$ cat config.mk
export PLATFORM = sky130hd
export DESIGN_NAME = http_request_header_tokenizer_top_flat
export DESIGN_NICKNAME = d
export VERILOG_FILES = /design/src/design/hrt_pkg.sv /design/src/design/hrt_byte_if.sv /design/src/design/hrt_result_if.sv /design/src/design/hrt_cfg_if.sv /design/src/design/hrt_method_match.sv /design/src/design/hrt_core.sv /design/src/design/http_request_header_tokenizer_top.sv /design/src/flat_wrapper.sv
export SDC_FILE = /design/constraint.sdc
export NUM_CORES = 1
export LEC_CHECK = 0
export BUFFER_PORTS_ARGS = -buffer_cell sky130_fd_sc_hd__buf_2
export CAP_MARGIN = 5
export CORE_ASPECT_RATIO = 0.8
export CORE_UTILIZATION = 30
export DETAILED_ROUTE_END_ITERATION = 8
export PLACE_DENSITY = 0.48
export SLEW_MARGIN = 10
export SYNTH_ARGS = -nofsm -noshare
export SYNTH_HDL_FRONTEND = slang
export SYNTH_HIERARCHICAL = 1
export SYNTH_SLANG_ARGS = --single-unit
export TNS_END_PERCENT = 1
$ cat constraint.sdc
create_clock -name i_clk -period 2.7 [get_ports i_clk]
set_input_delay 0.27 -clock i_clk [delete_from_list [all_inputs] [get_ports i_clk]]
set_output_delay 0.27 -clock i_clk [all_outputs]
set_load 0.05 [all_outputs]
$ cat src/design/hrt_pkg.sv
// ----------------------------------------------------------------------------
// HTTP request header tokenizer package
// Shared constants, codes, types and the method name table.
// ----------------------------------------------------------------------------
package hrt_pkg;

    localparam logic [11:0] LINE_LIMIT_MAX  = 12'd4095;
    localparam logic [11:0] MAX_LEN_RESET   = 12'd3000;

    localparam logic [7:0]  CH_LF    = 8'h0A;
    localparam logic [7:0]  CH_CR    = 8'h0D;
    localparam logic [7:0]  CH_SPACE = 8'h20;
    localparam logic [7:0]  CH_COLON = 8'h3A;

    localparam int          NUM_METHODS    = 8;
    localparam logic [3:0]  METHOD_UNKNOWN = 4'd0;
    localparam logic [3:0]  POS_MAX        = 4'd15;

    typedef enum logic [2:0] {
        PH_METHOD  = 3'd0,
        PH_URL     = 3'd1,
        PH_REST    = 3'd2,
        PH_NAME    = 3'd3,
        PH_SKIP    = 3'd4,
        PH_VALUE   = 3'd5,
        PH_DISCARD = 3'd6
    } t_phase;

    typedef enum logic [2:0] {
        KIND_METHOD = 3'd0,
        KIND_URL    = 3'd1,
        KIND_REST   = 3'd2,
        KIND_NAME   = 3'd3,
        KIND_VALUE  = 3'd4,
        KIND_NONE   = 3'd5
    } t_kind;

    typedef enum logic [1:0] {
        LK_REQUEST = 2'd0,
        LK_HEADER  = 2'd1,
        LK_EMPTY   = 2'd2
    } t_line_kind;

    typedef enum logic [1:0] {
        ERR_NONE = 2'd0,
        ERR_LONG = 2'd1,
        ERR_REQ  = 2'd2,
        ERR_HDR  = 2'd3
    } t_err;

    typedef struct packed {
        logic [7:0] byte_out;
        t_kind      byte_kind;
        logic       line_end;
        t_line_kind line_kind;
        logic [3:0] method_code;
        logic       request_done;
        t_err       line_error;
    } t_result;

    typedef struct packed {
        logic [7:0] cands;
        logic [3:0] pos;
        logic [3:0] code;
    } t_match;

    // HEAD OPTIONS GET POST PUT DELETE TRACE CONNECT, ASCII, zero padded
    localparam logic [7:0] METHOD_CHARS [NUM_METHODS][8] = '{
        '{8'h48, 8'h45, 8'h41, 8'h44, 8'h00, 8'h00, 8'h00, 8'h00},
        '{8'h4F, 8'h50, 8'h54, 8'h49, 8'h4F, 8'h4E, 8'h53, 8'h00},
        '{8'h47, 8'h45, 8'h54, 8'h00, 8'h00, 8'h00, 8'h00, 8'h00},
        '{8'h50, 8'h4F, 8'h53, 8'h54, 8'h00, 8'h00, 8'h00, 8'h00},
        '{8'h50, 8'h55, 8'h54, 8'h00, 8'h00, 8'h00, 8'h00, 8'h00},
        '{8'h44, 8'h45, 8'h4C, 8'h45, 8'h54, 8'h45, 8'h00, 8'h00},
        '{8'h54, 8'h52, 8'h41, 8'h43, 8'h45, 8'h00, 8'h00, 8'h00},
        '{8'h43, 8'h4F, 8'h4E, 8'h4E, 8'h45, 8'h43, 8'h54, 8'h00}
    };

    localparam logic [3:0] METHOD_LENS [NUM_METHODS] = '{
        4'd4, 4'd7, 4'd3, 4'd4, 4'd3, 4'd6, 4'd5, 4'd7
    };

endpackage

$ cat src/design/hrt_byte_if.sv
// ----------------------------------------------------------------------------
// Request byte channel
// Valid/ready channel carrying one raw byte of the request stream.
// ----------------------------------------------------------------------------
interface hrt_byte_if;
    logic       valid;
    logic       ready;
    logic [7:0] data_byte;

    modport source (output valid, output data_byte, input ready);
    modport sink   (input valid, input data_byte, output ready);
endinterface

$ cat src/design/hrt_result_if.sv
// ----------------------------------------------------------------------------
// Token result channel
// Valid/ready channel carrying the echoed byte and its classification.
// ----------------------------------------------------------------------------
interface hrt_result_if;
    logic       valid;
    logic       ready;
    logic [7:0] byte_out;
    logic [2:0] byte_kind;
    logic       line_end;
    logic [1:0] line_kind;
    logic [3:0] method_code;
    logic       request_done;
    logic [1:0] line_error;

    modport source (output valid, output byte_out, output byte_kind, output line_end,
                    output line_kind, output method_code, output request_done,
                    output line_error, input ready);
    modport sink   (input valid, input byte_out, input byte_kind, input line_end,
                    input line_kind, input method_code, input request_done,
                    input line_error, output ready);
endinterface

$ cat src/design/hrt_cfg_if.sv
// ----------------------------------------------------------------------------
// Configuration write channel
// Valid/ready channel writing the line length limit register.
// ----------------------------------------------------------------------------
interface hrt_cfg_if;
    logic        valid;
    logic        ready;
    logic [11:0] len_limit;

    modport source (output valid, output len_limit, input ready);
    modport sink   (input valid, input len_limit, output ready);
endinterface

$ cat src/design/hrt_method_match.sv
// ----------------------------------------------------------------------------
// Method matcher
// Narrows the set of candidate method names by one byte and resolves the
// method code from the surviving candidates.
// ----------------------------------------------------------------------------
module hrt_method_match
    import hrt_pkg::*;
(
    input  logic [7:0] i_cands,
    input  logic [3:0] i_pos,
    input  logic [7:0] i_byte,
    output t_match     o_match
);

    always_comb begin
        o_match.cands = '0;
        o_match.code  = METHOD_UNKNOWN;
        for (int i = 0; i < NUM_METHODS; i++) begin
            o_match.cands[i] = i_cands[i] && (i_pos < METHOD_LENS[i]) &&
                               (METHOD_CHARS[i][i_pos[2:0]] == i_byte);
        end
        // lowest index wins
        for (int i = NUM_METHODS - 1; i >= 0; i--) begin
            if (i_cands[i] && (METHOD_LENS[i] == i_pos)) begin
                o_match.code = 4'(i + 1);
            end
        end
        o_match.pos = (i_pos == POS_MAX) ? POS_MAX : i_pos + 4'd1;
    end

endmodule

$ cat src/design/hrt_core.sv
// ----------------------------------------------------------------------------
// Tokenizer core
// Parser state registers and the per-byte classification logic.
// ----------------------------------------------------------------------------
module hrt_core
    import hrt_pkg::*;
(
    input  logic        i_clk,
    input  logic        i_rst_n,
    input  logic        i_step,
    input  logic [7:0]  i_byte,
    input  logic [11:0] i_limit,
    output t_result     o_res
);

    logic        r_hdr, n_hdr;
    t_phase      r_phase, n_phase;
    logic [11:0] r_count, n_count;
    logic [7:0]  r_cands, n_cands;
    logic [3:0]  r_pos, n_pos;
    logic        r_url, n_url;
    logic [3:0]  r_held, n_held;
    t_err        r_perr, n_perr;

    t_match      match;

    hrt_method_match u_match (
        .i_cands (r_cands),
        .i_pos   (r_pos),
        .i_byte  (i_byte),
        .o_match (match)
    );

    always_ff @(posedge i_clk) begin
        if (!i_rst_n) begin
            r_hdr   <= 1'b0;
            r_phase <= PH_METHOD;
            r_count <= '0;
            r_cands <= '1;
            r_pos   <= '0;
            r_url   <= 1'b0;
            r_held  <= METHOD_UNKNOWN;
            r_perr  <= ERR_NONE;
        end else if (i_step) begin
            r_hdr   <= n_hdr;
            r_phase <= n_phase;
            r_count <= n_count;
            r_cands <= n_cands;
            r_pos   <= n_pos;
            r_url   <= n_url;
            r_held  <= n_held;
            r_perr  <= n_perr;
        end
    end

    always_comb begin
        n_hdr   = r_hdr;
        n_phase = r_phase;
        n_count = r_count;
        n_cands = r_cands;
        n_pos   = r_pos;
        n_url   = r_url;
        n_held  = r_held;
        n_perr  = r_perr;

        o_res.byte_out     = i_byte;
        o_res.byte_kind    = KIND_NONE;
        o_res.line_end     = 1'b0;
        o_res.line_kind    = LK_REQUEST;
        o_res.method_code  = METHOD_UNKNOWN;
        o_res.request_done = 1'b0;
        o_res.line_error   = ERR_NONE;

        if (i_byte == CH_LF) begin
            o_res.line_end = 1'b1;
            if (!r_hdr) begin
                o_res.line_error = (r_perr == ERR_NONE && r_phase != PH_REST) ? ERR_REQ
                                                                              : r_perr;
                n_hdr = 1'b1;
            end else if (r_count == '0 && r_perr == ERR_NONE) begin
                o_res.line_kind    = LK_EMPTY;
                o_res.request_done = 1'b1;
            end else begin
                o_res.line_kind  = LK_HEADER;
                o_res.line_error = (r_perr == ERR_NONE &&
                                    (r_phase == PH_NAME || r_phase == PH_SKIP)) ? ERR_HDR
                                                                                : r_perr;
            end
        end else if (i_byte != CH_CR) begin
            if (r_count >= i_limit) begin
                n_perr = ERR_LONG;
            end else begin
                n_count = r_count + 12'd1;
                case (r_phase)
                    PH_METHOD: begin
                        if (i_byte == CH_SPACE) begin
                            if (r_pos == '0) begin
                                if (r_perr == ERR_NONE) n_perr = ERR_REQ;
                                n_phase = PH_DISCARD;
                            end else begin
                                n_held  = match.code;
                                n_phase = PH_URL;
                            end
                        end else begin
                            n_cands         = match.cands;
                            n_pos           = match.pos;
                            o_res.byte_kind = KIND_METHOD;
                        end
                    end
                    PH_URL: begin
                        if (i_byte == CH_SPACE) begin
                            if (!r_url) begin
                                if (r_perr == ERR_NONE) n_perr = ERR_REQ;
                                n_phase = PH_DISCARD;
                            end else begin
                                n_phase = PH_REST;
                            end
                        end else begin
                            n_url           = 1'b1;
                            o_res.byte_kind = KIND_URL;
                        end
                    end
                    PH_REST:  o_res.byte_kind = KIND_REST;
                    PH_NAME: begin
                        if (i_byte == CH_COLON) begin
                            if (r_count == '0) begin
                                if (r_perr == ERR_NONE) n_perr = ERR_HDR;
                                n_phase = PH_DISCARD;
                            end else begin
                                n_phase = PH_SKIP;
                            end
                        end else begin
                            o_res.byte_kind = KIND_NAME;
                        end
                    end
                    PH_SKIP:  n_phase = PH_VALUE;
                    PH_VALUE: o_res.byte_kind = KIND_VALUE;
                    default:  o_res.byte_kind = KIND_NONE;
                endcase
            end
        end

        // the code reflects a method resolved by this very byte
        o_res.method_code = n_held;

        if (o_res.line_end) begin
            if (o_res.request_done) begin
                n_hdr  = 1'b0;
                n_held = METHOD_UNKNOWN;
            end
            n_phase = o_res.request_done ? PH_METHOD : PH_NAME;
            n_count = '0;
            n_cands = '1;
            n_pos   = '0;
            n_url   = 1'b0;
            n_perr  = ERR_NONE;
        end
    end

    a_done_restarts: assert property (@(posedge i_clk) disable iff (!i_rst_n)
        (i_step && o_res.request_done) |=> (!r_hdr && r_held == METHOD_UNKNOWN &&
                                           r_phase == PH_METHOD))
        else $error("request end did not restart the parser");

    a_line_end_clears: assert property (@(posedge i_clk) disable iff (!i_rst_n)
        (i_step && o_res.line_end) |=> (r_count == '0 && r_perr == ERR_NONE &&
                                       r_cands == 8'hFF))
        else $error("line state not cleared after LF");

    a_count_bounded: assert property (@(posedge i_clk) disable iff (!i_rst_n)
        (i_step && r_count >= i_limit && i_byte != CH_LF) |=> $stable(r_count))
        else $error("line count grew past the limit");

    a_header_after_request: assert property (@(posedge i_clk) disable iff (!i_rst_n)
        (i_step && o_res.line_end && !r_hdr) |=> (r_hdr && r_phase == PH_NAME))
        else $error("request line did not enter the header section");

endmodule

$ cat src/design/http_request_header_tokenizer_top.sv
// A byte accepted from the input channel passes through the input register, then the
//   result register, before its result reaches the output channel.
// Throughput: one byte per cycle while the output channel is not stalled by ready low.
// Reset (synchronous, active low): parser expects a request line, method unknown,
//   line length limit 3000, both pipeline registers empty.
// ----------------------------------------------------------------------------
// HTTP request header tokenizer
// Splits a request byte stream into request line and header tokens.
// ----------------------------------------------------------------------------
module http_request_header_tokenizer_top
    import hrt_pkg::*;
(
    input  logic         i_clk,
    input  logic         i_rst_n,
    hrt_cfg_if.sink      i_cfg,
    hrt_byte_if.sink     i_data,
    hrt_result_if.source o_result
);

    logic        r_max_len;
    logic [11:0] r_max_len_val;
    logic        r_in_valid;
    logic [7:0]  r_in_byte;
    logic        r_out_valid;
    t_result     r_out;
    t_result     res;
    logic        advance;
    logic [11:0] limit;

    assign i_cfg.ready = 1'b1;

    // r_max_len marks that the register holds a written value
    always_ff @(posedge i_clk) begin
        if (!i_rst_n) begin
            r_max_len     <= 1'b0;
            r_max_len_val <= MAX_LEN_RESET;
        end else if (i_cfg.valid) begin
            r_max_len     <= 1'b1;
            r_max_len_val <= i_cfg.len_limit;
        end
    end

    assign limit = (r_max_len_val < LINE_LIMIT_MAX) ? r_max_len_val : LINE_LIMIT_MAX;

    assign advance      = r_in_valid && (!r_out_valid || o_result.ready);
    assign i_data.ready = !r_in_valid || advance;

    always_ff @(posedge i_clk) begin
        if (!i_rst_n) begin
            r_in_valid <= 1'b0;
        end else if (i_data.ready) begin
            r_in_valid <= i_data.valid;
        end
    end

    always_ff @(posedge i_clk) begin
        if (i_data.ready && i_data.valid) begin
            r_in_byte <= i_data.data_byte;
        end
    end

    hrt_core u_core (
        .i_clk   (i_clk),
        .i_rst_n (i_rst_n),
        .i_step  (advance),
        .i_byte  (r_in_byte),
        .i_limit (limit),
        .o_res   (res)
    );

    always_ff @(posedge i_clk) begin
        if (!i_rst_n) begin
            r_out_valid <= 1'b0;
        end else if (advance) begin
            r_out_valid <= 1'b1;
        end else if (o_result.ready) begin
            r_out_valid <= 1'b0;
        end
    end

    always_ff @(posedge i_clk) begin
        if (advance) begin
            r_out <= res;
        end
    end

    assign o_result.valid        = r_out_valid;
    assign o_result.byte_out     = r_out.byte_out;
    assign o_result.byte_kind    = r_out.byte_kind;
    assign o_result.line_end     = r_out.line_end;
    assign o_result.line_kind    = r_out.line_kind;
    assign o_result.method_code  = r_out.method_code;
    assign o_result.request_done = r_out.request_done;
    assign o_result.line_error   = r_out.line_error;

    a_no_overwrite: assert property (@(posedge i_clk) disable iff (!i_rst_n)
        (r_out_valid && !o_result.ready) |=> (r_out_valid && $stable(r_out)))
        else $error("pending result overwritten");

    a_cfg_taken: assert property (@(posedge i_clk) disable iff (!i_rst_n)
        i_cfg.valid |=> (r_max_len && r_max_len_val == $past(i_cfg.len_limit)))
        else $error("configuration write lost");

    a_in_held: assert property (@(posedge i_clk) disable iff (!i_rst_n)
        (r_in_valid && !advance) |=> (r_in_valid && $stable(r_in_byte)))
        else $error("input register dropped a byte");

endmodule

$ cat src/flat_wrapper.sv
// flat-port wrapper written by rule: the top's interface ports become plain ports
module http_request_header_tokenizer_top_flat import hrt_pkg::*;
  (i_clk, i_rst_n, i_cfg_valid, i_cfg_len_limit, i_cfg_ready, i_data_valid, i_data_data_byte, i_data_ready, o_result_valid, o_result_byte_out, o_result_byte_kind, o_result_line_end, o_result_line_kind, o_result_method_code, o_result_request_done, o_result_line_error, o_result_ready);
  hrt_cfg_if i_cfg_i ();
  hrt_byte_if i_data_i ();
  hrt_result_if o_result_i ();
  input  logic i_clk;
  input  logic i_rst_n;
  input wire logic [$bits(i_cfg_i.valid)-1:0] i_cfg_valid;
  input wire logic [$bits(i_cfg_i.len_limit)-1:0] i_cfg_len_limit;
  output wire logic [$bits(i_cfg_i.ready)-1:0] i_cfg_ready;
  input wire logic [$bits(i_data_i.valid)-1:0] i_data_valid;
  input wire logic [$bits(i_data_i.data_byte)-1:0] i_data_data_byte;
  output wire logic [$bits(i_data_i.ready)-1:0] i_data_ready;
  output wire logic [$bits(o_result_i.valid)-1:0] o_result_valid;
  output wire logic [$bits(o_result_i.byte_out)-1:0] o_result_byte_out;
  output wire logic [$bits(o_result_i.byte_kind)-1:0] o_result_byte_kind;
  output wire logic [$bits(o_result_i.line_end)-1:0] o_result_line_end;
  output wire logic [$bits(o_result_i.line_kind)-1:0] o_result_line_kind;
  output wire logic [$bits(o_result_i.method_code)-1:0] o_result_method_code;
  output wire logic [$bits(o_result_i.request_done)-1:0] o_result_request_done;
  output wire logic [$bits(o_result_i.line_error)-1:0] o_result_line_error;
  input wire logic [$bits(o_result_i.ready)-1:0] o_result_ready;
  assign i_cfg_i.valid = i_cfg_valid;
  assign i_cfg_i.len_limit = i_cfg_len_limit;
  assign i_cfg_ready = i_cfg_i.ready;
  assign i_data_i.valid = i_data_valid;
  assign i_data_i.data_byte = i_data_data_byte;
  assign i_data_ready = i_data_i.ready;
  assign o_result_valid = o_result_i.valid;
  assign o_result_byte_out = o_result_i.byte_out;
  assign o_result_byte_kind = o_result_i.byte_kind;
  assign o_result_line_end = o_result_i.line_end;
  assign o_result_line_kind = o_result_i.line_kind;
  assign o_result_method_code = o_result_i.method_code;
  assign o_result_request_done = o_result_i.request_done;
  assign o_result_line_error = o_result_i.line_error;
  assign o_result_i.ready = o_result_ready;
  http_request_header_tokenizer_top u_core (.i_clk(i_clk), .i_rst_n(i_rst_n), .i_cfg(i_cfg_i), .i_data(i_data_i), .o_result(o_result_i));
endmodule
==> results of run 1 <==
-- cell families (layout without fill, tap and decap cells) --
kind of cell	after synthesis	after routing	synth area share, %
flip-flops	78	78	37.09
buffers and inverters	82	115	8.496
AO/OA/AOI/OAI	108	108	15.51
XOR/XNOR	20	20	3.509
other	1	1	0.07512
multiplexers	36	36	7.343
AND/OR/NAND/NOR	199	199	22.71
adder cells (fa/ha/maj)	21	21	5.263
-- worst max-delay path by stage --
stage          slack [ns]                        to                      from
2_1_floorplan        0.24  u_core/u_core/r_cands[3]     u_core/o_result.valid
3_3_place_gp         0.21    u_core/u_core/r_pos[3]  u_core/u_core/r_count[0]
3_5_place_dp         0.11    u_core/u_core/r_pos[1]  u_core/u_core/r_count[0]
4_1_cts              0.09    u_core/u_core/r_pos[1]  u_core/u_core/r_count[0]
5_1_grt             0.005  u_core/u_core/r_cands[4]  u_core/u_core/r_count[0]
6_report             0.16  u_core/u_core/r_cands[4]  u_core/u_core/r_count[0]
-- placed cells by master (no fill, tap or decap), types with 15 or more instances in the layout --
cell       n
nand3_1   15
nand2_1   51
mux2i_1   31
ha_1      21
o21ai_0   18
buf_4     24
a21oi_1   32
dfxtp_1   49
inv_1     26
nor2_1    36
edfxtp_1  29
buf_2     47
nand2b_1  15
-- critical path, delay by kind of cell (launching register included) --
family | cells | cell delay, ns
simple gates | 2 | 0.42
buf+inv | 1 | 0.11
flops | 1 | 0.38
compound gates | 4 | 1.25
fa+ha+maj | 1 | 0.27
-- stage by stage --
step / hold WS, ns / util (%) / area [um^2] / setup slack [ns]
finish: 0.09814 / 35.33 / 5654 / 0.1592
global route: 0.07849 / 35.33 / 5654 / 0.005369
CTS: 0.08040 / 35.24 / 5640 / 0.08950
detailed placement: 0.4490 / 33.49 / 5360 / 0.1093
global placement: 0.4472 / 33.49 / 5360 / 0.2138
floorplan: 0.3689 / - / 4995 / 0.2415
-- report_power, final --
part	switching (mW)	internal, mW	leakage [nW]
registers	0.0417	1.27	0.678
logic	0.238	0.140	1.39
clock network	0.504	0.633	0.138
total	0.783	2.04	2.21
-- state kept, by name, summed over array words and instances (netlist names), 2 cells and up, named ones only --
signal,cells
u_core/o_result.line_kind,2
u_core/u_core/r_held,4
u_core/o_result.line_error,2
u_core/u_core/r_pos,4
u_core/r_max_len_val,12
u_core/u_core/r_count,12
u_core/o_result.method_code,4
u_core/u_core/r_phase,3
u_core/u_core/r_cands,8
u_core/u_core/r_perr,2
u_core/r_in_byte,8
u_core/o_result.byte_out,8
u_core/o_result.byte_kind,3
-- routing by layer --
| layer | routed length, um | GRT usage, % | vias up |
|---|---|---|---|
| met3 | 764 | 3.230 | 14 |
| met4 | 193 | 4.883 | 0 |
| met1 | 6566 | 23.16 | 1924 |
| met5 | 0 | 0 | - |
| li1 | - | - | 2005 |
| met2 | 4859 | 20.54 | 125 |
-- what timing repair did --
action / in CTS / in global routing
gates resized for setup: 0 / 2
hold buffers: 0 / 0
setup endpoints to repair: 0 / 6
-- cell type report --
type                            count  area share, %
Clock buffer                        9          3.983
Clock inverter                      7         0.9737
Inverter                           28          1.859
Multi-Input combinational cell    385          48.33
Sequential cell                    78          32.75
Tap cell                          215          4.758
Timing Repair Buffer               71          7.347
==> impl_metrics.env, run 1 <==
export IMPL_status="complete, no violations"
export IMPL_core_area_mm2=0.01601
export IMPL_clkLatencyLatePin_ns=0.35
export IMPL_rsz0062_at_grt="no"
export IMPL_grt_max_degree=25
export IMPL_power_mw=2.823
export IMPL_die_y_um=117.4
export IMPL_cts_tree="yes"
export IMPL_grt_usage_pct=15.12
export IMPL_drv_cap=0
export IMPL_drive_above_1_share_pct=20.59
export IMPL_synth_top_cell_area_share_pct=19.65
export IMPL_via_per_inst=5.130
export IMPL_min_period_over_period_pct=94.10
export IMPL_gp_congestion=0.8370
export IMPL_synthTopCellsByCount="nand2_1, dfxtp_1, nor2_1"
export IMPL_cts_root_buf="clkbuf_16"
export IMPL_worstPathMaxFanout=7
export IMPL_max_stage_delay_ns=0.45
export IMPL_rr_worst_depth=8
export IMPL_antenna_cells=0
export IMPL_cts_max_level=3
export IMPL_layout_nets=619
export IMPL_reg2reg_to="u_core/u_core/r_cands[4]"
export IMPL_seq_area_frac_synth_pct=37.09
export IMPL_place_hpwl_um=9461
export IMPL_synth_area_leaders="dfxtp_1, edfxtp_1, mux2i_1"
export IMPL_path_cells="inv_1, ha_1, nand2b_1, a2111o_1, a21oi_4, o21a_1, nand4_1, o32a_2"
export IMPL_synth_top_area_cell="dfxtp_1"
export IMPL_gr_total_overflow=0
export IMPL_io_pins=49
export IMPL_routedWlPerCell_um=15.62
export IMPL_hold_path_class="in -> reg"
export IMPL_tightest_slew_ns=0.8221
export IMPL_clock_fmax_mhz=393.6
export IMPL_synth_area_mm2=0.004992
export IMPL_min_period_ns=2.541
export IMPL_syn_area_per_cell_um2=9.160
export IMPL_routed_wirelength_um=12380
export IMPL_clk_pin_slew_ns=0.07
export IMPL_finalNonFillerCells=793
export IMPL_ys_ff_latch=78
export IMPL_fin_skew_ns=0.008972
export IMPL_die_area_mm2=0.01716
export IMPL_hold_viol_final=0
export IMPL_yosysWarnings=6
export IMPL_holdPathStages=1
export IMPL_grt_pass1_vias=3802
export IMPL_r2r_start="u_core/u_core/r_count[0]"
export IMPL_slew_violations=0
export IMPL_yosysMostFrequentCell="nand2_1"
export IMPL_syn_instance_count=545
export IMPL_cts_setup_buffers=0
export IMPL_syn_nets=591
export IMPL_cts_sinks=78
export IMPL_start_util_pct=31.19
export IMPL_synth_async_sr_flop_share_pct=0
export IMPL_areaGrowthSynthToFinish_pct=13.26
export IMPL_crit_arrival_ns=2.77
export IMPL_max_slew_margin_pct=45.19
export IMPL_vias=4068
export IMPL_r2r_slack_ns=0.16
export IMPL_multi_input_area_mm2=0.002733
export IMPL_numCtsBuffers=9
export IMPL_synth_main_ff_cell="dfxtp_1"
export IMPL_cts_max_path_buffers=2
export IMPL_synth_edf_count=29
export IMPL_synth_cell_type_count=74
export IMPL_drcViolationCount=0
export IMPL_tns_ns=0
export IMPL_portBuffers=47
export IMPL_antenna_left=0
export IMPL_fillers=1666
export IMPL_crit_path_top_delay_cell="a2111o_1"
export IMPL_timing_worst_setup_path_type="reg -> reg"
export IMPL_end_kind="flop"
export IMPL_grt_pass1_wl_um=20320
export IMPL_finalSetupViolCount=0
export IMPL_hold_end="u_core/r_in_byte[7]"
export IMPL_drt_initial_drc_count=228
export IMPL_critical_path_required_ns=2.93
export IMPL_antenna_found_initial=0
export IMPL_fp_row_count=41
export IMPL_irDropWorstVdd_mv=0.3458
export IMPL_die_w_um=146.2
export IMPL_critPathLaunchType="flop"
export IMPL_place_inst=777
export IMPL_p_leak_nw=2.207
export IMPL_drtPass1Iterations=4
export IMPL_p_per_area_mw_per_mm2=499.2
export IMPL_hp_start="i_data_data_byte[7]"
export IMPL_seq_area_mm2=0.001852
(Power assumes the default switching activity.)
==> inputs of run 2 (changes only) <==
ABC_AREA = 1   (was unset)
==> run 2 against run 1 <==
Cell area rose by 3.3%. Sequential share of layout area is 1.0 points lower. Synthesized cell count is 38% higher. Sequential power hardly changed. Count of clock-buffer cells in the layout rose by 4. Worst setup slack better by 0.18 ns. Routed wire length up 14%. Critical path type unchanged. Highest routed layer unchanged.
==> impl_metrics.env, run 2 <==
export IMPL_reg_top3="u_core/r_max_len_val: 12 flops, u_core/u_core/r_count: 12 flops"
export IMPL_synth_edf_count=29
export IMPL_syn_instance_count=750
export IMPL_synthXorXnorAreaFrac_pct=3.532
export IMPL_cts_setup_buffers=0
export IMPL_finalSetupViolCount=0
export IMPL_crit_path_top_delay_cell="dfxtp_1"
export IMPL_cts_max_level=3
export IMPL_p_per_area_mw_per_mm2=497.6
export IMPL_hold_end="u_core/r_in_byte[1]"
export IMPL_status="complete, no violations"
export IMPL_path_cells="ha_1, inv_1, nor2_2, nand2_1, nand2_1, inv_1, a21oi_1, nand2_1, nand2_1, nand2_1, nand2_1, nand2_1, nand2_1, nand2_1, nand2_1, nand2_1, a21oi_1"
export IMPL_hold_viol_final=0
export IMPL_reg2reg_to="u_core/u_core/r_held[1]"
export IMPL_cts_sinks=78
export IMPL_holdWs_ns=0.09529
export IMPL_drive_above_1_share_pct=15.37
export IMPL_synth_simple_area_share_pct=36.62
export IMPL_antenna_left=0
export IMPL_pwr_share_seq_pct=45.0
export IMPL_cts_max_path_buffers=2
export IMPL_drtPass1Iterations=5
export IMPL_numCtsBuffers=9
export IMPL_pre_cts_ws_ns=0.3431
export IMPL_io_pins=49
export IMPL_worstPathMaxFanout=9
export IMPL_end_kind="flop"
export IMPL_drv_cap=0
export IMPL_tns_ns=0
export IMPL_startpoint="u_core/u_core/r_pos[1]"
export IMPL_setup_slack_ns=0.3370
export IMPL_p_comb_share_pct=14.0
export IMPL_p_sw_share_pct=27.64
export IMPL_r2r_start="u_core/u_core/r_pos[1]"
export IMPL_rr_worst_depth=17
export IMPL_drcViolationCount=0
export IMPL_power_mw=2.908
export IMPL_portBuffers=47
export IMPL_grt_usage_pct=16.75
export IMPL_r2r_slack_ns=0.34
export IMPL_grt_max_degree=24
export IMPL_yosysMostFrequentCell="nand2_1"
export IMPL_synth_async_sr_flop_share_pct=0
export IMPL_layout_common_cells="nand2_1, nor2_1, inv_1"
export IMPL_critical_path_required_ns=2.97
export IMPL_tightest_slew_ns=0.6466
export IMPL_synth_area_mm2=0.005207
export IMPL_synth_cell_type_count=39
export IMPL_via_per_inst=4.730
export IMPL_irDropWorstVdd_mv=0.3994
export IMPL_vias=4763
export IMPL_p_int_mw=2.104
export IMPL_clock_fmax_mhz=423.2
export IMPL_routed_wirelength_um=14060
export IMPL_synth_main_ff_cell="dfxtp_1"
export IMPL_slew_violations=0
export IMPL_rsz0062_at_grt="no"
export IMPL_clk_pin_slew_ns=0.06
export IMPL_yosysWarnings=6
export IMPL_die_w_um=149.3
export IMPL_finalNonFillerCells=1007
export IMPL_start_util_pct=31.06
export IMPL_max_stage_delay_ns=0.56
export IMPL_holdPathStages=1
export IMPL_min_period_ns=2.363
export IMPL_postCtsHoldBufs=0
export IMPL_cts_root_buf="clkbuf_16"
export IMPL_synth_compound_area_share_pct=7.568
export IMPL_antenna_cells=0
export IMPL_clkPwrFrac_pct=41.0
export IMPL_max_slew_margin_pct=56.80
export IMPL_synth_fa_ha_area_share_pct=5.046
export IMPL_grt_pass1_vias=4457
export IMPL_critPathMostFrequentCell="nand2_1"
export IMPL_synth_area_leaders="dfxtp_1, edfxtp_1, nand2_1"
export IMPL_grt_pass1_wl_um=23200
export IMPL_critPathLaunchType="flop"
export IMPL_syn_area_per_cell_um2=6.943
export IMPL_crit_arrival_ns=2.64
export IMPL_drt_initial_drc_count=463
export IMPL_synthTopCellsByCount="nand2_1, nor2_1, inv_1"
export IMPL_final_common_cell="nand2_1"
export IMPL_antenna_found_initial=0
export IMPL_seq_area_frac_synth_pct=35.56
export IMPL_p_switching_mw=0.8036
export IMPL_fp_row_count=42
export IMPL_gp_congestion=0.8953
export IMPL_areaGrowthSynthToFinish_pct=12.21
export IMPL_gr_total_overflow=0
export IMPL_synth_top_cell_area_share_pct=18.84
export IMPL_synth_top_area_cell="dfxtp_1"
export IMPL_post_cts_resized=0
export IMPL_timing_worst_setup_path_type="reg -> reg"
export IMPL_hp_start="i_data_data_byte[1]"
export IMPL_clkLatencyLatePin_ns=0.35
export IMPL_hold_path_class="in -> reg"
export IMPL_place_inst=991
export IMPL_layout_nets=828
export IMPL_core_area_mm2=0.01676
export IMPL_place_hpwl_um=10200
export IMPL_synth_top_family_by_area="simple AND/OR/NAND/NOR gates"
export IMPL_syn_nets=796
export IMPL_muxShareOfSynthArea_pct=0
export IMPL_fin_skew_ns=0.005484
export IMPL_die_area_mm2=0.01789
export IMPL_die_y_um=119.8
export IMPL_p_leak_nw=2.732
export IMPL_cts_tree="yes"
export IMPL_min_period_over_period_pct=87.52
export IMPL_routedWlPerCell_um=13.96
export IMPL_ys_ff_latch=78
run 2: cell count changes in the layout (fill, tap and decap cells not counted), moves of 12 or more:
cell	change
nand3_1	+50
nor2_1	+43
mux2i_1	-31
inv_1	+52
nand2_1	+164
nand4_1	+12
nand2b_1	-15
run 2: kinds of logic (layout without fill, tap and decap cells):
logic type	after synthesis	count (layout)
simple gates	428	428
buf+inv	126	163
flops	78	78
compound gates	75	75
fa+ha+maj	21	21
xor+xnor	21	21
other cells	1	1
run 2: through the flow:
stage                     area, um^2  utilization (%)
after CTS                       5842            34.85
after detailed placement        5554            33.13
after global routing            5843            34.86
after floorplan                 5211                -
after global placement          5554            33.13
final                           5843            34.86
run 2: worst max-delay path by stage:
stage	end	cells after the start
2_1_floorplan	u_core/u_core/r_perr[0]	8
3_3_place_gp	u_core/u_core/r_held[3]	17
3_5_place_dp	u_core/u_core/r_held[3]	18
4_1_cts	u_core/u_core/r_held[1]	17
5_1_grt	u_core/u_core/r_held[1]	17
6_report	u_core/u_core/r_held[1]	17
run 2: per-layer routing:
layer | wire length, um | track usage [%] | share of wire, %
met1 | 7277 | 25.05 | 52
met2 | 5756 | 23.23 | 41
met3 | 743 | 3.346 | 5.3
met4 | 282 | 6.314 | 2.0
met5 | 0 | 0 | 0
run 2: layout make-up:
| cell class | instances | area [um^2] |
|---|---|---|
| Fill cell | 1769 | 10920 |
| Multi-Input combinational cell | 546 | 2755 |
| Sequential cell | 78 | 1853 |
| Timing Repair Buffer | 62 | 347.8 |
| Inverter | 85 | 324.1 |
| Tap cell | 220 | 275.3 |
| Clock buffer | 13 | 271.5 |
| Clock inverter | 3 | 16.27 |
run 2: power groups by stage:
stage	Sequential (mW)	Combinational [mW]	Clock, mW
detailed placement	1.33	0.405	0
global placement	1.33	0.412	0
global route	1.31	0.456	1.28
floorplan	1.37	0.269	0
CTS	1.31	0.407	1.24
finish	1.31	0.407	1.19
run 2: critical path: cells and delay by family, from the launching register on:
kind | cells | cell delay (ns)
adder cells (fa/ha/maj) | 1 | 0.38
flip-flops | 1 | 0.56
AND/OR/NAND/NOR | 12 | 0.87
buffers and inverters | 2 | 0.16
AO/OA/AOI/OAI | 2 | 0.31
==> inputs of run 3 (changes only) <==
PLACE_DENSITY = 0.52   (was 0.48)
==> run 3 against run 2 <==
Fmax up 2.9%. Core utilization fell by 0.28 points. Clock skew barely moved. Critical path depth grew 1. Flip-flop and latch count is the same. Sequential share of layout area increased by 0.25 points. Die area unchanged. Count of clock-buffer cells in the layout up 2.
==> impl_metrics.env, run 3 (synthesis results as in run 2) <==
export IMPL_cts_setup_buffers=0
export IMPL_grt_max_degree=24
export IMPL_reg2reg_to="u_core/u_core/r_held[1]"
export IMPL_critPathTopFamily="simple AND/OR/NAND/NOR gates"
export IMPL_p_int_mw=2.052
export IMPL_gr_max_usage_layer="met2"
export IMPL_placed_cell_area_mm2=0.005532
export IMPL_p_leak_nw=2.701
export IMPL_critPathMostFrequentCell="nand2_1"
export IMPL_p_comb_share_pct=14.4
export IMPL_r2r_start="u_core/u_core/r_pos[0]"
export IMPL_clock_fmax_mhz=435.4
export IMPL_drtPass1Iterations=7
export IMPL_p_per_area_mw_per_mm2=488.1
export IMPL_max_slew_margin_pct=63.10
export IMPL_fin_skew_ns=0.005818
export IMPL_stdcell_area_mm2=0.005797
export IMPL_die_y_um=119.8
export IMPL_drcViolationCount=0
export IMPL_drive_above_1_share_pct=14.67
export IMPL_final_common_cell="nand2_1"
export IMPL_place_hpwl_um=9960
export IMPL_die_area_mm2=0.01789
export IMPL_irDropWorstVdd_mv=0.2792
export IMPL_areaGrowthSynthToFinish_pct=11.32
export IMPL_antenna_left=0
export IMPL_pwr_share_seq_pct=46.1
export IMPL_gr_usage_met1_pct=22.78
export IMPL_slew_violations=0
export IMPL_critPathLaunchType="flop"
export IMPL_startpoint="u_core/u_core/r_pos[0]"
export IMPL_status="complete, no violations"
export IMPL_layout_common_cells="nand2_1, nor2_1, inv_1"
export IMPL_min_period_over_period_pct=85.05
export IMPL_fp_row_count=42
export IMPL_finalSetupViolCount=0
export IMPL_clkLatencyLatePin_ns=0.34
export IMPL_critical_path_required_ns=2.98
export IMPL_rr_worst_depth=18
export IMPL_tns_ns=0
export IMPL_grt_pass1_vias=4392
export IMPL_grt_usage_pct=15.98
export IMPL_p_switching_mw=0.7778
export IMPL_r2r_slack_ns=0.40
export IMPL_min_period_ns=2.296
export IMPL_crit_path_top_delay_cell="dfxtp_1"
export IMPL_gp_congestion=0.9436
export IMPL_clkPwrFrac_pct=39.4
export IMPL_cts_tree="yes"
export IMPL_drt_initial_drc_count=475
export IMPL_endpoint="u_core/u_core/r_held[1]"
export IMPL_cts_max_path_buffers=2
export IMPL_portBuffers=47
export IMPL_tightest_slew_ns=0.5523
export IMPL_path_buf_inv=3
export IMPL_layout_nets=825
export IMPL_vias=4704
export IMPL_reg_top3="u_core/r_max_len_val: 12 flops, u_core/u_core/r_count: 12 flops"
export IMPL_cp_depth=18
export IMPL_worstPathMaxFanout=7
export IMPL_hold_path_class="in -> reg"
export IMPL_post_cts_resized=0
export IMPL_end_kind="flop"
export IMPL_start_util_pct=31.06
export IMPL_met2_usage_pct=23.87
export IMPL_cts_root_buf="clkbuf_16"
export IMPL_routedWlPerCell_um=13.36
export IMPL_postCtsHoldBufs=0
export IMPL_die_w_um=149.3
export IMPL_antenna_found_initial=0
export IMPL_cts_sinks=78
export IMPL_gr_total_overflow=0
export IMPL_cts_max_level=3
export IMPL_antenna_cells=0
export IMPL_rsz0062_at_grt="no"
export IMPL_max_stage_delay_ns=0.43
export IMPL_via_per_inst=4.685
export IMPL_p_sw_share_pct=27.49
export IMPL_globalRouteMet3Util_pct=4.068
export IMPL_io_pins=49
export IMPL_path_cells="buf_4, ha_1, inv_1, nor2_2, nand2_1, nand2_1, inv_1, a21oi_1, nand2_1, nand2_1, nand2_1, nand2_1, nand2_1, nand2_1, nand2_1, nand2_1, nand2_1, a21oi_1"
export IMPL_numCtsBuffers=9
export IMPL_hold_viol_final=0
export IMPL_drv_cap=0
export IMPL_routed_wirelength_um=13410
export IMPL_crit_arrival_ns=2.57
export IMPL_timing_worst_setup_path_type="reg -> reg"
export IMPL_grt_pass1_wl_um=22380
export IMPL_fillers=1786
export IMPL_core_area_mm2=0.01676
export IMPL_clk_pin_slew_ns=0.06
run 3: worst register-to-register path, delay by kind of cell, from the launching register on:
family	cells	cell delay (ns)
simple gates	12	0.83
buf+inv	3	0.37
fa+ha+maj	1	0.31
compound gates	2	0.27
flops	1	0.43
run 3: routing by layer:
metal / up-vias / wire length, um
li1: 2455 / -
met1: 2105 / 6803
met4: 0 / 106
met3: 11 / 906
met5: - / 0
met2: 133 / 5596
run 3: power by group through the flow:
stage | clock network, mW | registers [mW] | logic [mW]
4_1_cts | 1.16 | 1.31 | 0.407
2_1_floorplan | 0 | 1.37 | 0.269
3_3_place_gp | 0 | 1.33 | 0.407
3_5_place_dp | 0 | 1.33 | 0.405
5_1_grt | 1.20 | 1.31 | 0.454
6_report | 1.12 | 1.31 | 0.408
run 3: worst min path at each step:
stage	from	endpoint	slack [ns]	cells after the start
after global routing	i_data_data_byte[1]	u_core/r_in_byte[1]	0.08	1
after detailed placement	u_core/r_max_len_val[3]	u_core/r_max_len_val[3]	0.44	2
after global placement	u_core/r_max_len_val[11]	u_core/r_max_len_val[11]	0.45	2
after floorplan	i_data_data_byte[0]	u_core/r_in_byte[0]	0.37	0
after CTS	i_data_data_byte[1]	u_core/r_in_byte[1]	0.09	1
final	i_data_data_byte[1]	u_core/r_in_byte[1]	0.10	1
run 3: cell type report:
| class | count | area [um^2] | share of cell area (%) |
|---|---|---|---|
| Clock inverter | 1 | 6.256 | 0.1079 |
| Inverter | 85 | 324.1 | 5.590 |
| Sequential cell | 78 | 1853 | 31.97 |
| Tap cell | 220 | 275.3 | 4.749 |
| Timing Repair Buffer | 59 | 325.3 | 5.612 |
| Clock buffer | 15 | 257.7 | 4.446 |
| Multi-Input combinational cell | 546 | 2755 | 47.53 |
run 3: metrics by stage:
stage / std cells / utilization, % / power [mW] / hold slack, ns / setup slack (ns)
floorplan: 750 / - / 1.642 / 0.3689 / 0.3283
global placement: 988 / 33.00 / 1.738 / 0.4450 / 0.4084
detailed placement: 988 / 33.00 / 1.735 / 0.4435 / 0.3190
CTS: 1004 / 34.57 / 2.874 / 0.08618 / 0.2898
global route: 1004 / 34.58 / 2.968 / 0.08119 / 0.07033
finish: 1004 / 34.58 / 2.830 / 0.1025 / 0.4035
